File: src/hw/rtl/blg_pkg.sv
// Shared types, constants and lookup functions for the battery level LED gauge.
`timescale 1ns / 1ps

package blg_pkg;

   localparam int WINDOW_DEPTH_DEFAULT = 5;
   localparam int MV_W = 13;
   localparam int CODE_W = 7;
   localparam int LED_W = 4;
   localparam int BAND_W = 3;
   localparam int NUM_THR = 5;

   localparam logic [MV_W-1:0] FLOOR_RESET = 13'd3000;
   localparam logic [MV_W-1:0] MV_OFFSET = 13'd2304;
   localparam logic [LED_W-1:0] LED_ALL = 4'hF;
   localparam logic [BAND_W-1:0] BAND_FULL = 3'd5;

   typedef enum logic [1:0] {
      MODE_OFF       = 2'd0,
      MODE_SHOW      = 2'd1,
      MODE_CHARGE    = 2'd2,
      MODE_DISCHARGE = 2'd3
   } mode_type;

   localparam logic [MV_W-1:0] CHG_THR [NUM_THR] = '{13'd3650, 13'd3700, 13'd3800,
                                                     13'd3950, 13'd4110};
   localparam logic [MV_W-1:0] DIS_THR [NUM_THR] = '{13'd3530, 13'd3660, 13'd3740,
                                                     13'd3900, 13'd4110};
   localparam logic [LED_W-1:0] PAT_ON [NUM_THR] = '{4'h0, 4'h0, 4'h4, 4'h6, 4'h7};
   localparam logic [LED_W-1:0] PAT_OFF [NUM_THR] = '{4'h0, 4'h4, 4'h6, 4'h7, 4'hF};

   typedef struct packed {
      logic capture;
      logic clear_win;
      logic scan_step;
      logic insert;
      logic div_load;
      logic div_step;
      logic result_load;
   } blg_cmd_type;

   typedef struct packed {
      mode_type mode;
      logic     scan_last;
      logic     div_last;
   } blg_sts_type;

   // Returns the first band whose threshold is not below the value, or the full band.
   function automatic logic [BAND_W-1:0] band_of(input logic [MV_W-1:0] mv,
                                                 input logic discharge);
      logic [BAND_W-1:0] band;
      logic [MV_W-1:0]   thr;
      band = BAND_FULL;
      for (int k = NUM_THR - 1; k >= 0; k--) begin
         thr = discharge ? DIS_THR[k] : CHG_THR[k];
         if (mv <= thr) begin
            band = BAND_W'(k);
         end
      end
      return band;
   endfunction

   function automatic logic [LED_W-1:0] pattern_of(input logic [BAND_W-1:0] band,
                                                   input logic phase_on);
      logic [LED_W-1:0] pat;
      pat = LED_ALL;
      for (int k = 0; k < NUM_THR; k++) begin
         if (band == BAND_W'(k)) begin
            pat = phase_on ? PAT_ON[k] : PAT_OFF[k];
         end
      end
      return pat;
   endfunction

endpackage

File: src/hw/rtl/blg_datapath.sv
// Datapath of the gauge: sample window, scan accumulator, serial divider and result register.
`timescale 1ns / 1ps

module blg_datapath #(
   parameter int WINDOW_DEPTH = blg_pkg::WINDOW_DEPTH_DEFAULT
) (
   input  logic                          clock,
   input  logic                          reset,
   input  blg_pkg::blg_cmd_type          cmd,
   output blg_pkg::blg_sts_type          sts,
   input  logic [1:0]                    req_display_mode,
   input  logic [blg_pkg::CODE_W-1:0]    req_battery_code,
   input  logic                          req_charge_done,
   input  logic                          csr_we,
   input  logic [blg_pkg::MV_W-1:0]      csr_valid_floor_mv,
   output logic [blg_pkg::LED_W-1:0]     rsp_led_pattern,
   output logic [blg_pkg::BAND_W-1:0]    rsp_level_index,
   output logic [blg_pkg::MV_W-1:0]      rsp_shown_mv
);
   import blg_pkg::*;

   localparam int IDX_W = (WINDOW_DEPTH > 1) ? $clog2(WINDOW_DEPTH) : 1;
   localparam int CNT_W = $clog2(WINDOW_DEPTH + 2);
   localparam int SUM_W = MV_W + CNT_W;
   localparam int DCNT_W = $clog2(SUM_W);

   mode_type          mode_ff, mode_in;
   logic [MV_W-1:0]   mv_ff, mv_in;
   logic              done_ff, done_in;
   logic [MV_W-1:0]   floor_ff, floor_in;
   logic [MV_W-1:0]   win_ff [WINDOW_DEPTH];
   logic [MV_W-1:0]   win_in [WINDOW_DEPTH];
   logic              phase_ff, phase_in;
   logic [IDX_W-1:0]  idx_ff, idx_in;
   logic [SUM_W-1:0]  sum_ff, sum_in;
   logic [CNT_W-1:0]  cnt_ff, cnt_in;
   logic [SUM_W-1:0]  dvd_ff, dvd_in;
   logic [CNT_W-1:0]  rem_ff, rem_in;
   logic [DCNT_W-1:0] dcnt_ff, dcnt_in;
   logic [LED_W-1:0]  pat_ff, pat_in;
   logic [BAND_W-1:0] band_ff, band_in;
   logic [MV_W-1:0]   shown_ff, shown_in;

   logic [MV_W-1:0]   code_mv;
   logic [MV_W-1:0]   entry;
   logic [CNT_W:0]    trial;
   logic              qbit;
   logic [MV_W-1:0]   avg;
   logic [BAND_W-1:0] band_avg;
   logic              take_new;

   // The code times 20 is the code times 16 plus the code times 4.
   assign code_mv = (MV_W'(req_battery_code) << 4) + (MV_W'(req_battery_code) << 2) + MV_OFFSET;
   assign entry = win_ff[idx_ff];
   assign trial = {rem_ff, dvd_ff[SUM_W-1]};
   assign qbit = (trial >= {1'b0, cnt_ff});
   assign avg = (cnt_ff == '0) ? '0 : dvd_ff[MV_W-1:0];
   assign band_avg = band_of(avg, mode_ff == MODE_DISCHARGE);
   assign take_new = (mv_ff > floor_ff) && (mv_ff != win_ff[WINDOW_DEPTH-1]);

   assign sts.mode = mode_ff;
   assign sts.scan_last = (idx_ff == IDX_W'(WINDOW_DEPTH - 1));
   assign sts.div_last = (dcnt_ff == DCNT_W'(SUM_W - 1));

   always_comb begin
      mode_in = mode_ff;
      mv_in = mv_ff;
      done_in = done_ff;
      floor_in = floor_ff;
      win_in = win_ff;
      phase_in = phase_ff;
      idx_in = idx_ff;
      sum_in = sum_ff;
      cnt_in = cnt_ff;
      dvd_in = dvd_ff;
      rem_in = rem_ff;
      dcnt_in = dcnt_ff;
      pat_in = pat_ff;
      band_in = band_ff;
      shown_in = shown_ff;

      if (csr_we) begin
         floor_in = csr_valid_floor_mv;
      end

      if (cmd.capture) begin
         mode_in = mode_type'(req_display_mode);
         mv_in = code_mv;
         done_in = req_charge_done;
         idx_in = '0;
         sum_in = '0;
         cnt_in = '0;
      end

      if (cmd.clear_win) begin
         for (int k = 0; k < WINDOW_DEPTH; k++) begin
            win_in[k] = '0;
         end
      end

      if (cmd.scan_step) begin
         idx_in = idx_ff + IDX_W'(1);
         if (entry > floor_ff) begin
            sum_in = sum_ff + SUM_W'(entry);
            cnt_in = cnt_ff + CNT_W'(1);
         end
      end

      if (cmd.insert && take_new) begin
         sum_in = sum_ff + SUM_W'(mv_ff);
         cnt_in = cnt_ff + CNT_W'(1);
         for (int k = 0; k < WINDOW_DEPTH - 1; k++) begin
            win_in[k] = win_ff[k+1];
         end
         win_in[WINDOW_DEPTH-1] = mv_ff;
      end

      if (cmd.div_load) begin
         dvd_in = sum_ff;
         rem_in = '0;
         dcnt_in = '0;
      end

      // Restoring division, one quotient bit a cycle; the quotient shifts into the dividend.
      if (cmd.div_step) begin
         dvd_in = {dvd_ff[SUM_W-2:0], qbit};
         rem_in = qbit ? CNT_W'(trial - {1'b0, cnt_ff}) : trial[CNT_W-1:0];
         dcnt_in = dcnt_ff + DCNT_W'(1);
      end

      if (cmd.result_load) begin
         unique case (mode_ff)
            MODE_OFF: begin
               pat_in = '0;
               band_in = '0;
               shown_in = '0;
            end
            MODE_SHOW: begin
               band_in = band_of(mv_ff, 1'b0);
               pat_in = pattern_of(band_in, 1'b0);
               shown_in = mv_ff;
            end
            default: begin
               shown_in = avg;
               if (done_ff) begin
                  band_in = BAND_FULL;
                  pat_in = LED_ALL;
               end else begin
                  band_in = band_avg;
                  if (band_avg != BAND_FULL) begin
                     phase_in = ~phase_ff;
                  end
                  pat_in = pattern_of(band_avg, ~phase_ff);
               end
            end
         endcase
      end
   end

   always_ff @(posedge clock) begin
      if (reset) begin
         floor_ff <= FLOOR_RESET;
         phase_ff <= 1'b0;
         for (int k = 0; k < WINDOW_DEPTH; k++) begin
            win_ff[k] <= '0;
         end
      end else begin
         floor_ff <= floor_in;
         phase_ff <= phase_in;
         win_ff <= win_in;
      end
      mode_ff <= mode_in;
      mv_ff <= mv_in;
      done_ff <= done_in;
      idx_ff <= idx_in;
      sum_ff <= sum_in;
      cnt_ff <= cnt_in;
      dvd_ff <= dvd_in;
      rem_ff <= rem_in;
      dcnt_ff <= dcnt_in;
      pat_ff <= pat_in;
      band_ff <= band_in;
      shown_ff <= shown_in;
   end

   assign rsp_led_pattern = pat_ff;
   assign rsp_level_index = band_ff;
   assign rsp_shown_mv = shown_ff;

endmodule

File: src/hw/rtl/blg_ctrl.sv
// Controller state machine that sequences the gauge datapath and owns both handshakes.
`timescale 1ns / 1ps

module blg_ctrl (
   input  logic                 clock,
   input  logic                 reset,
   input  logic                 req_valid,
   output logic                 req_stall,
   output logic                 rsp_valid,
   input  logic                 rsp_stall,
   input  blg_pkg::blg_sts_type sts,
   output blg_pkg::blg_cmd_type cmd
);
   import blg_pkg::*;

   typedef enum logic [2:0] {
      ST_IDLE,
      ST_DISPATCH,
      ST_SCAN,
      ST_INSERT,
      ST_DIV_LOAD,
      ST_DIVIDE,
      ST_FINISH
   } state_type;

   state_type state_ff, state_in;
   logic      rsp_valid_ff, rsp_valid_in;
   logic      out_free;

   assign req_stall = (state_ff != ST_IDLE);
   assign rsp_valid = rsp_valid_ff;
   assign out_free = !rsp_valid_ff || !rsp_stall;

   always_comb begin
      cmd = '0;
      state_in = state_ff;
      rsp_valid_in = rsp_valid_ff && rsp_stall;
      unique case (state_ff)
         ST_IDLE: begin
            if (req_valid) begin
               cmd.capture = 1'b1;
               state_in = ST_DISPATCH;
            end
         end
         ST_DISPATCH: begin
            if (sts.mode == MODE_OFF || sts.mode == MODE_SHOW) begin
               cmd.clear_win = 1'b1;
               state_in = ST_FINISH;
            end else begin
               state_in = ST_SCAN;
            end
         end
         ST_SCAN: begin
            cmd.scan_step = 1'b1;
            if (sts.scan_last) begin
               state_in = ST_INSERT;
            end
         end
         ST_INSERT: begin
            cmd.insert = 1'b1;
            state_in = ST_DIV_LOAD;
         end
         ST_DIV_LOAD: begin
            cmd.div_load = 1'b1;
            state_in = ST_DIVIDE;
         end
         ST_DIVIDE: begin
            cmd.div_step = 1'b1;
            if (sts.div_last) begin
               state_in = ST_FINISH;
            end
         end
         ST_FINISH: begin
            if (out_free) begin
               cmd.result_load = 1'b1;
               rsp_valid_in = 1'b1;
               state_in = ST_IDLE;
            end
         end
         default: begin
            state_in = ST_IDLE;
         end
      endcase
   end

   always_ff @(posedge clock) begin
      if (reset) begin
         state_ff <= ST_IDLE;
         rsp_valid_ff <= 1'b0;
      end else begin
         state_ff <= state_in;
         rsp_valid_ff <= rsp_valid_in;
      end
   end

endmodule

File: src/hw/rtl/battery_level_led_gauge.sv
// Top level of the four-LED battery level gauge.
`timescale 1ns / 1ps

// One request beat per display tick carries the mode, the charger voltage code and the
// charge-done flag; each request yields exactly one response beat with the LED pattern,
// the level band and the judged millivolt value.
// A beat moves on either channel at a clock edge where valid is high and stall is low.
// Requests are taken one at a time: req_stall is high from acceptance until the result
// enters the output register. Off and show modes go from dispatch straight to the finish
// step. In charging and discharging modes the window is scanned one entry a cycle and the
// average comes from a restoring divider that yields one quotient bit a cycle, SUM_W bits
// in all, where SUM_W = 13 + clog2(WINDOW_DEPTH + 2). The response register holds its
// beat while rsp_stall is high, and the next request may already be accepted and worked
// on; it then waits in its last step for the register. The floor register is written
// through csr_we and csr_valid_floor_mv; the user must write it only while idle, and the
// block itself does not enforce this. Synchronous reset empties the window, clears the
// flash phase, sets the floor to 3000 mV and drops rsp_valid.

module battery_level_led_gauge #(
   parameter int WINDOW_DEPTH = blg_pkg::WINDOW_DEPTH_DEFAULT
) (
   input  logic                          clock,
   input  logic                          reset,
   input  logic                          req_valid,
   output logic                          req_stall,
   input  logic [1:0]                    req_display_mode,
   input  logic [blg_pkg::CODE_W-1:0]    req_battery_code,
   input  logic                          req_charge_done,
   output logic                          rsp_valid,
   input  logic                          rsp_stall,
   output logic [blg_pkg::LED_W-1:0]     rsp_led_pattern,
   output logic [blg_pkg::BAND_W-1:0]    rsp_level_index,
   output logic [blg_pkg::MV_W-1:0]      rsp_shown_mv,
   input  logic                          csr_we,
   input  logic [blg_pkg::MV_W-1:0]      csr_valid_floor_mv
);
   import blg_pkg::*;

   blg_cmd_type cmd;
   blg_sts_type sts;

   blg_ctrl u_ctrl (
      .clock     (clock),
      .reset     (reset),
      .req_valid (req_valid),
      .req_stall (req_stall),
      .rsp_valid (rsp_valid),
      .rsp_stall (rsp_stall),
      .sts       (sts),
      .cmd       (cmd)
   );

   blg_datapath #(
      .WINDOW_DEPTH (WINDOW_DEPTH)
   ) u_datapath (
      .clock              (clock),
      .reset              (reset),
      .cmd                (cmd),
      .sts                (sts),
      .req_display_mode   (req_display_mode),
      .req_battery_code   (req_battery_code),
      .req_charge_done    (req_charge_done),
      .csr_we             (csr_we),
      .csr_valid_floor_mv (csr_valid_floor_mv),
      .rsp_led_pattern    (rsp_led_pattern),
      .rsp_level_index    (rsp_level_index),
      .rsp_shown_mv       (rsp_shown_mv)
   );

endmodule
File: config.mk
export PLATFORM = sky130hd
export DESIGN_NAME = battery_level_led_gauge
export DESIGN_NICKNAME = d
export VERILOG_FILES = /design/src/hw/rtl/blg_pkg.sv /design/src/hw/rtl/blg_datapath.sv /design/src/hw/rtl/blg_ctrl.sv /design/src/hw/rtl/battery_level_led_gauge.sv
export SDC_FILE = /design/constraint.sdc
export NUM_CORES = 1
export LEC_CHECK = 0
export ABC_AREA = 0
export BUFFER_PORTS_ARGS = -buffer_cell sky130_fd_sc_hd__buf_2
export CORE_ASPECT_RATIO = 0.6
export CORE_UTILIZATION = 60
export DETAILED_ROUTE_END_ITERATION = 12
export PLACE_DENSITY = 0.8
export RECOVER_POWER = 100
export SYNTH_ARGS = -nofsm -noshare
export SYNTH_HDL_FRONTEND = slang
export SYNTH_HIERARCHICAL = 1
export SYNTH_SLANG_ARGS = --single-unit
File: constraint.sdc
create_clock -name clock -period 5.8 [get_ports clock]
set_input_delay 1.74 -clock clock [delete_from_list [all_inputs] [get_ports clock]]
set_output_delay 1.74 -clock clock [all_outputs]
set_load 0.05 [all_outputs]
# Word-level counts from Yosys, hierarchy flattened
# Cells that the tools add are included.
totals:
  register_bits: 164
  latchBits: 0
  mem_bits_rw: 0
  romBits: 0
  input_bits: 28
  output_inout_bits: 22
  word_cells: 166
  mem_count: 0
classes:
  addsub: 8
  n_mul: 0
  div: 0
  order_cmp: 14
  n_eq_ne: 24
  shift: 0
  n_mux: 76
  bitwise_logic: 4
  n_reduce_logical: 19
op_table:
  columns: ["operator", "n"]
  rows:
  - ["$mux 65", 2]
  - ["$mux 16", 6]
  - ["$mux 3", 26]
  - ["$mux 4", 14]
  - ["$le 13x12->1 const B", 4]
  - ["$le 13x13->1", 4]
  - ["$bmux 13 s3", 1]
  - ["$mux 13", 3]
  - ["$add 16x13->16", 2]
  - ["$gt 13x13->1", 2]
  - ["$le 13x13->1 const B", 2]
  - ["$pmux 13 s2", 1]
  - ["$pmux 3 s7", 1]
  - ["$eq 3x2->1 const B", 6]
  - ["$eq 3x3->1 const B", 6]
  - ["$mux 1", 15]
  - ["$mux 7", 2]
  - ["$add 13x12->13 const B", 1]
  - ["$ne 13x13->1", 1]
  - ["$add 11x9->12", 1]
  - ["$logic_not 3->1", 4]
  - ["$mux 10", 1]
  - ["$eq 3x1->1 const B", 3]
  - ["$pmux 4 s2", 1]
  - ["24 further kinds", 36]

# Logic depth before layout (Yosys ltp)
# Gate-level depths: netlist of the first run.
depth:
  depth_word: 16
  ltp_mapped: 17
  ltp_nobuf: 14

# Cells and area by module
# The synthesis of the first run kept the hierarchy.
by_module_without_submodules:
  columns: ["mod", "instances", "cells_per_inst", "area_each_um2", "seq_area_each_um2"]
  rows:
  - ["blg_datapath", 1, 954, 8974.9, 3583.4]
  - ["blg_ctrl", 1, 32, 267.8, 80.1]

# Worst setup path after synthesis of the first run
# Ideal clock, no wire load.
synth_timing:
  path_type: "register to register"
  startpoint: "register u_datapath.idx_ff[0]"
  endpoint: "register u_datapath.sum_ff[8]"
  setup_ps: 74
  arrival_time_ps: 3466
  required_ps: 5726
  slack_ps: 2260
  stages_incl_launch_ff: 15
  path_buffers: 4
  synth_period_minus_slack_ps: 3540
  cell_sequence: "edfxtp_1 > clkbuf_1 > clkbuf_1 > mux4_2 > inv_1 > o21ai_0 > ha_1 > nand2_1 > o211ai_1 > o311ai_0 > nor2_1 > clkbuf_1 > clkbuf_1 > nand3_1 > a31oi_1"
synth_via:
  elab_chain_cells: 8
  elab_cells_between_ends: 9
  cone_classes: "add/sub: 1; order compare: 1; mux: 6; bitwise: 1"
synth_lines:
  columns: ["element", "line", "text"]
  rows:
  - ["start, declared", "blg_datapath.sv:34", "logic [IDX_W-1:0] idx_ff, idx_in;"]
  - ["start signal, assigned", "blg_datapath.sv:175", "idx_ff <= idx_in;"]
  - ["$not 3->4 (not written as such) (*)", "blg_datapath.sv:54", "assign entry = win_ff[idx_ff];"]
  - ["$bmux 13 s3 (*)", "blg_datapath.sv:54", null]
  - ["$mux 13 (not written as such) (*) (2 in a row)", "blg_datapath.sv:54", null]
  - ["$add 16x13->16 or $gt 13x13->1 (tied branches)", "blg_datapath.sv:104, blg_datapath.sv:103", null]
  - ["$mux 16 (*)", "blg_datapath.sv:103", "if (entry > floor_ff) begin"]
  - ["$mux 16 (*)", "blg_datapath.sv:101", "if (cmd.scan_step) begin"]
  - ["$mux 16 (*)", "blg_datapath.sv:109", "if (cmd.insert && take_new) begin"]
  - ["net u_datapath.sum_in[8]", "blg_datapath.sv:35", "logic [SUM_W-1:0] sum_ff, sum_in;"]
  - ["end signal, assigned", "blg_datapath.sv:176", "sum_ff <= sum_in;"]
  - ["end, declared", "blg_datapath.sv:35", null]
# The timed path passes the listed nets; every way through them passes the cells marked *. The select of a mux whose other input is x is not followed.
# A chain may end at the register's enable or synchronous reset.

# Worst setup path after layout of the first run
layout_timing:
  startpoint: "register u_datapath.mv_ff[9]"
  endpoint: "register u_datapath.sum_ff[13]"
layout_via:
  elab_chain_cells: 4
  elab_cells_between_ends: 6
  cone_classes: "add/sub: 1; order compare: 1; eq/ne: 1; mux: 1; reduce/logical: 2"
layout_lines:
  columns: ["element", "line", "text"]
  rows:
  - ["start, declared", "blg_datapath.sv:28", "logic [MV_W-1:0] mv_ff, mv_in;"]
  - ["start signal, assigned", "blg_datapath.sv:173", "mv_ff <= mv_in;"]
  - ["$gt 13x13->1 or $ne 13x13->1 (tied branches)", "blg_datapath.sv:59", "assign take_new = (mv_ff > floor_ff) && (mv_ff != win_ff[WINDOW_DEPTH-1]);"]
  - ["$logic_and 1x1->1", "blg_datapath.sv:59", null]
  - ["$logic_and 1x1->1", "blg_datapath.sv:109", null]
  - ["$mux 16 (*)", "blg_datapath.sv:109", null]
  - ["net u_datapath.sum_in[13]", "blg_datapath.sv:35", null]
# The timed path passes the listed nets; every way through them passes the cells marked *.

==> summary.md, run 1 <==
| Metric | Value |
|---|---|
| Crit Reg-Reg Endpoint | `u_datapath/sum_ff[13]` |
| Final slew viol count | `132` |
| Die W | `162.2 µm` |
| Residual DRC | `0` |
| Post-CTS Resized | `0` |
| Initial Util | `62.61%` |
| Setup crit start | `u_datapath/mv_ff[9]` |
| Period utilization | `84.39%` |
| Arrival time at the worst endpoint | `5.23 ns` |
| Postcts setup bufs | `0` |
| Syn Std Cell Area | `9243 µm²` |
| RSZ-0062 raised after global routing | `no` |
| Worst relative slew slack | `-29.24%` |
| Reg2Reg Depth | `10` |
| Clk sinks | `152` |
| Wirelength per Cell | `18.51 µm` |
| Setup crit start kind | `register` |
| Htree depth | `4` |
| I/O Pins | `50` |
| Placer Congestion | `1.001` |
| Critical path type | `reg2reg` |
| Final worst slack | `0.9053 ns` |
| Max_cap viols | `4` |
| Setup TNS | `0 ns` |
| Clk buf depth | `2` |
| Clk pin slew, worst setup/hold paths | `0.07 ns` |
| Top cells by count, synth | `113 x a21oi_1, 110 x nand2_1, 90 x dfxtp_1` |
| Nets@finish | `1106` |
| CTS Buf Count | `17` |
| Vias per Instance | `6.257` |
| Routed via count | `7596` |
| Die Y | `98.14 µm` |
| Post-synth EDFFs | `62` |
| Initial antenna violation count | `0` |
| Post-synth top area share | `20.14%` |
| Mapped Avg Cell Area | `9.374 µm²` |
| Syn. warnings | `6` |
| First-pass GRT wire length | `36700 µm` |
| CP max FO | `43` |
| Hold Path Cell Cnt | `2` |
| Flops & latches, synth | `152` |
| Hold Vio Cnt, Final | `0` |
| P per Cell Area | `292.1 nW/µm²` |
| Mapped Cells | `986` |
| Fin util | `68.63%` |
| Top Family by Delay on Critical Path | `buffers and inverters` |
| Share of post-route cells with drive strength above 1 | `9.449%` |
| # rows | `34` |
| Peak VDD IR | `0.1856 mV` |
| Skew-Pair Late Insertion Delay | `0.42 ns` |
| IO buf count | `49` |
| Grt total ovfl | `0` |
| Hold Slack | `0.4631 ns` |
| Synth area leader | `edfxtp_1` |
| Async SR Flop Fraction | `0%` |
| Cts hold-fix bufs | `0` |
| Crit path largest cell delay | `1.46 ns` |
| Largest net degree at the start of global routing | `68` |
| Synth top area cells | `edfxtp_1 20%, dfxtp_1 19%, ha_1 9.6%` |
| Crit-path cells | `ha_1 > a21oi_1 > nor2b_1 > a2111oi_2 > a2111oi_4 > inv_1 > clkbuf_1 > nand3_1 > a21o_1 > o21ai_0` |
| Vias in the first global route | `6972` |
| Seq/Total Area, Yosys | `39.64%` |
| Initial DRC Count | `771` |
| Drt pass-1 iters | `6` |
| Most common cell in the netlist | `a21oi_1` |
| Setup violators final | `0` |
| Placed cell area | `9567 µm²` |
| Synth Net Count | `1089` |
| Post-route antenna net violation count | `0` |
| Hold Path Origin | `u_datapath/win_ff[25]` |
| Yosys cell types | `74` |
| Post-Place Worst Slack | `1.626 ns` |
| TritonCTS clock tree | `built` |
| Hold WC Path Type | `reg2reg` |
| Crit end category | `register` |
| Slew at the pin closest to its max-slew limit | `1.939 ns` |
| Post-layout instance area | `10130 µm²` |
| R2R Setup Slk | `0.91 ns` |
| Core box area | `14760 µm²` |
| Slowest stage cell, crit path | `clkbuf_1` |
| Most common flop cell mapped by yosys | `dfxtp_1` |
| Fmax | `204.3 MHz` |
| Gr usage total | `29.46%` |
| Root Buffer Master | `clkbuf_16` |
| Final min period | `4.895 ns` |
| Area Overhead vs Synth | `9.612%` |
| Hold endpoint | `u_datapath/win_ff[38]` |
| Die area | `15920 µm²` |
| Final wirelength | `22470 µm` |
| Leakage | `0.003798 µW` |
| Diode count | `0` |
| Violated checks | `max-capacitance violations, max-slew violations` |
| Worst clock skew | `0.01376 ns` |
| Status | `finished, violations left` |
| R2R Path Start | `u_datapath/mv_ff[9]` |
| Worst path bufs/invs | `2` |
| Dpl hpwl | `15620 µm` |
| WP data required | `6.13 ns` |
==> worst max-delay path by stage <==
stage / to / slack (ns) / cells past startpoint
finish: u_datapath/sum_ff[13] / 0.91 / 10
floorplan: u_datapath/sum_ff[8] / 2.26 / 14
global route: u_datapath/sum_ff[13] / 0.66 / 10
detailed placement: u_datapath/cnt_ff[2] / 1.63 / 11
CTS: u_datapath/cnt_ff[2] / 1.56 / 11
global placement: u_datapath/sum_ff[0] / 1.78 / 11
==> metal layers <==
metal / vias to the layer above / part of all wire (%) / track usage, %
li1: 3633 / - / -
met3: 39 / 11 / 7.816
met5: - / 0 / 0
met1: 3578 / 47 / 44.76
met4: 0 / 1.4 / 8.418
met2: 346 / 40 / 40.47
==> worst min-delay path, stage by stage (launching register included) <==
cell,delay (ns)
dfxtp_1,0.32
nand2_1,0.06
a21oi_1,0.05
==> state kept, by name, indices dropped and copies added (netlist names), 3 cells and up <==
name,flops
u_ctrl/state_ff,3
u_datapath/cnt_ff,3
u_datapath/dcnt_ff,4
u_datapath/dvd_ff,16
u_datapath/floor_ff,13
u_datapath/idx_ff,3
u_datapath/mv_ff,11
u_datapath/rem_ff,3
u_datapath/rsp_led_pattern,4
u_datapath/rsp_level_index,3
u_datapath/rsp_shown_mv,13
u_datapath/sum_ff,16
u_datapath/win_ff,55
==> logic make-up (layout without fill, tap and decap cells) <==
logic type | count (synthesis) | after routing | share of synthesized area, %
and+or+nand+nor | 331 | 331 | 19.32
AOI/OAI and AO/OA | 247 | 247 | 17.12
DFF | 152 | 152 | 39.64
buffers and inverters | 112 | 142 | 4.846
adders and majority gates | 75 | 75 | 10.48
muxes | 35 | 35 | 5.374
xor gates and xnor gates | 34 | 34 | 3.222
==> placed cells by master (no fill, tap or decap), types with 7 or more instances in the layout <==
master / n
o21ai_0: 31
ha_1: 71
mux2i_1: 8
o211ai_1: 18
nand2b_1: 8
o21a_1: 8
a21o_1: 8
nand3_1: 22
mux4_2: 10
nand3b_1: 57
a211oi_1: 7
nor2_1: 38
nor3_1: 12
a21oi_1: 113
nand2_1: 110
nor2b_1: 8
buf_2: 22
and2_0: 10
xnor2_1: 28
mux2_2: 17
clkbuf_16: 20
nand4_1: 13
inv_1: 51
dfxtp_1: 90
clkbuf_1: 34
nor3b_1: 13
edfxtp_1: 62
==> per-stage QoR <==
| stage | power [µW] | cells |
|---|---|---|
| floorplan | 1669 | 986 |
| finish | 2960 | 1214 |
| global route | 3069 | 1214 |
| global placement | 1795 | 1182 |
| CTS | 2965 | 1214 |
| detailed placement | 1805 | 1182 |
==> where the power goes <==
group | internal [µW] | switching (µW)
Clock | 700 | 461
Sequential | 1190 | 116
Combinational | 207 | 285
Total | 2100 | 862
==> final cells by class <==
type | count | area [µm²]
Fill cell | 1133 | 4631
Inverter | 51 | 191.4
Clock buffer | 23 | 531.8
Clock inverter | 9 | 97.59
Sequential cell | 152 | 3664
Tap cell | 198 | 247.7
Timing Repair Buffer | 59 | 264.0
Multi-Input combinational cell | 722 | 5135
Note: power is estimated with default switching activity, not from simulation.
==> run 2: changes to the inputs <==
==> constraint.sdc (replaced) <==
create_clock -name clock -period 5 [get_ports clock]
set_input_delay 1.5 -clock clock [delete_from_list [all_inputs] [get_ports clock]]
set_output_delay 1.5 -clock clock [all_outputs]
set_load 0.05 [all_outputs]
==> summary.md, run 2 (same netlist as run 1, synthesis figures left out) <==
| Metric | Value |
|---|---|
| Dpl hpwl | `15770 µm` |
| Fillers | `1187` |
| Crit path largest cell delay | `0.72 ns` |
| Drt pass-1 iters | `7` |
| Area of the multi-input gates | `5116 µm²` |
| Die Y | `98.14 µm` |
| Clk sinks | `152` |
| Setup violators final | `0` |
| Core box area | `14760 µm²` |
| Vias in the first global route | `7040` |
| Final min period | `4.136 ns` |
| P per Cell Area | `336.8 nW/µm²` |
| Commonest cells after routing, fill and taps aside | `113 x a21oi_1, 110 x nand2_1, 90 x dfxtp_1, 71 x ha_1, 62 x edfxtp_1` |
| Period utilization | `82.72%` |
| RSZ-0062 raised after global routing | `no` |
| Gr usage total | `29.64%` |
| Final slew viol count | `95` |
| Critical path type | `reg2reg` |
| Internal power | `2371 µW` |
| Max_cap viols | `3` |
| Vias per Instance | `6.397` |
| Share of post-route cells with drive strength above 1 | `9.912%` |
| Slowest stage cell, crit path | `clkbuf_1` |
| Setup TNS | `0 ns` |
| Wirelength per Cell | `18.75 µm` |
| Worst clock skew | `0.007673 ns` |
| Largest register FFs | `55` |
| Flop pwr share | `44.3%` |
| Status | `finished, violations left` |
| Peak VDD IR | `0.1788 mV` |
| WP data required | `5.30 ns` |
| Net switching fraction of the power | `30.30%` |
| Sw power | `1031 µW` |
| Top reg by flops | `u_datapath/win_ff` |
| Root Buffer Master | `clkbuf_16` |
| # rows | `34` |
| Hold WC Path Type | `reg2reg` |
| First-pass GRT wire length | `36820 µm` |
| Die W | `162.2 µm` |
| Placed cell area | `9589 µm²` |
| Seq. cell area | `3664 µm²` |
| Largest regs | `u_datapath/win_ff: 55 flops, u_datapath/dvd_ff: 16 flops, u_datapath/sum_ff: 16 flops` |
| Crit-path cells | `inv_1 > ha_1 > nand2b_1 > clkbuf_1 > and2_0 > ha_1 > o21a_1 > o21ai_0 > a21o_1 > a211oi_1 > nand3_1 > o221ai_1 > o31a_1` |
| Clk pin slew, worst setup/hold paths | `0.06 ns` |
| Worst relative slew slack | `-20.09%` |
| Most frequent CP cell | `ha_1` |
| Nets@finish | `1109` |
| R2R Setup Slk | `0.86 ns` |
| Placer Congestion | `0.9811` |
| Crit end category | `register` |
| Largest net degree at the start of global routing | `73` |
| Residual DRC | `0` |
| Hold Vio Cnt, Final | `0` |
| Skew-Pair Late Insertion Delay | `0.43 ns` |
| Area Overhead vs Synth | `9.300%` |
| Initial Util | `62.61%` |
| Initial antenna violation count | `0` |
| Routed via count | `7785` |
| CP max FO | `23` |
| Initial DRC Count | `854` |
| Cts hold-fix bufs | `0` |
| Commonest non-fill, non-tap cell in the layout | `a21oi_1` |
| Grt total ovfl | `0` |
| Fmax | `241.8 MHz` |
| Htree depth | `4` |
| Post-route antenna net violation count | `0` |
| Post-CTS Resized | `0` |
| Slew at the pin closest to its max-slew limit | `1.801 ns` |
| Leakage | `0.003791 µW` |
| Clk buf depth | `2` |
| Setup crit start kind | `register` |
| Post-layout instance area | `10100 µm²` |
| Die area | `15920 µm²` |
| Clock power share | `38.5%` |
| I/O Pins | `50` |
| Combinational Power Share | `17.2%` |
| TritonCTS clock tree | `built` |
| Final wirelength | `22820 µm` |
| CTS Buf Count | `17` |
| Arrival time at the worst endpoint | `4.44 ns` |
| Postcts setup bufs | `0` |
| IO buf count | `49` |
| Diode count | `0` |
| Violated checks | `max-capacitance violations, max-slew violations` |
[run 2: metrics by stage]
step | std cells | utilization, % | total power [µW] | hold slack [ns] | setup slack (ns)
after floorplan | 986 | - | 1936 | 0.4339 | 1.460
after global placement | 1185 | 64.96 | 2087 | 0.4524 | 1.185
after detailed placement | 1185 | 64.96 | 2099 | 0.4586 | 1.041
after CTS | 1217 | 68.97 | 3406 | 0.4654 | 1.006
after global routing | 1217 | 68.44 | 3542 | 0.4811 | 0.6485
final | 1217 | 68.44 | 3402 | 0.4696 | 0.8641
[run 2: metal layers]
layer  GRT usage, %  vias up  wire length, µm
li1               -     3648                -
met1          45.06     3714            10880
met2          40.04      389             9203
met3          8.666       32             2364
met4          7.765        2              321
met5          2.727        -               54
[run 2: critical path: cells and delay by family (launching register included)]
kind / cells / cell delay, ns
compound gates: 6 / 1.49
simple gates: 3 / 0.86
buf+inv: 2 / 0.85
flops: 1 / 0.42
fa+ha+maj: 2 / 0.39
[run 2: final timing paths]
kind / cells after the start / end / start
worst max-delay path: 13 / u_datapath/rsp_led_pattern[3] / u_datapath/cnt_ff[1]
worst min-delay path: 2 / u_datapath/win_ff[42] / u_datapath/win_ff[29]
worst max register to register: 13 / u_datapath/rsp_led_pattern[3] / u_datapath/cnt_ff[1]
worst min register to register: 2 / u_datapath/win_ff[42] / u_datapath/win_ff[29]
[run 2: cell type report]
cell class	count	share of cell area (%)
multi-input combinational	722	50.64
timing repair buffer	62	2.886
sequential	152	36.26
clock inverter	15	1.647
tap	198	2.452
inverter	51	1.895
clock buffer	17	4.211
[run 2: power groups by stage]
stage                     registers [µW]  logic [µW]  clock network, µW
after floorplan                     1460         477                  0
after global placement              1520         564                  0
after detailed placement            1520         576                  0
after CTS                           1500         583               1320
after global routing                1520         641               1390
final                               1510         586               1310
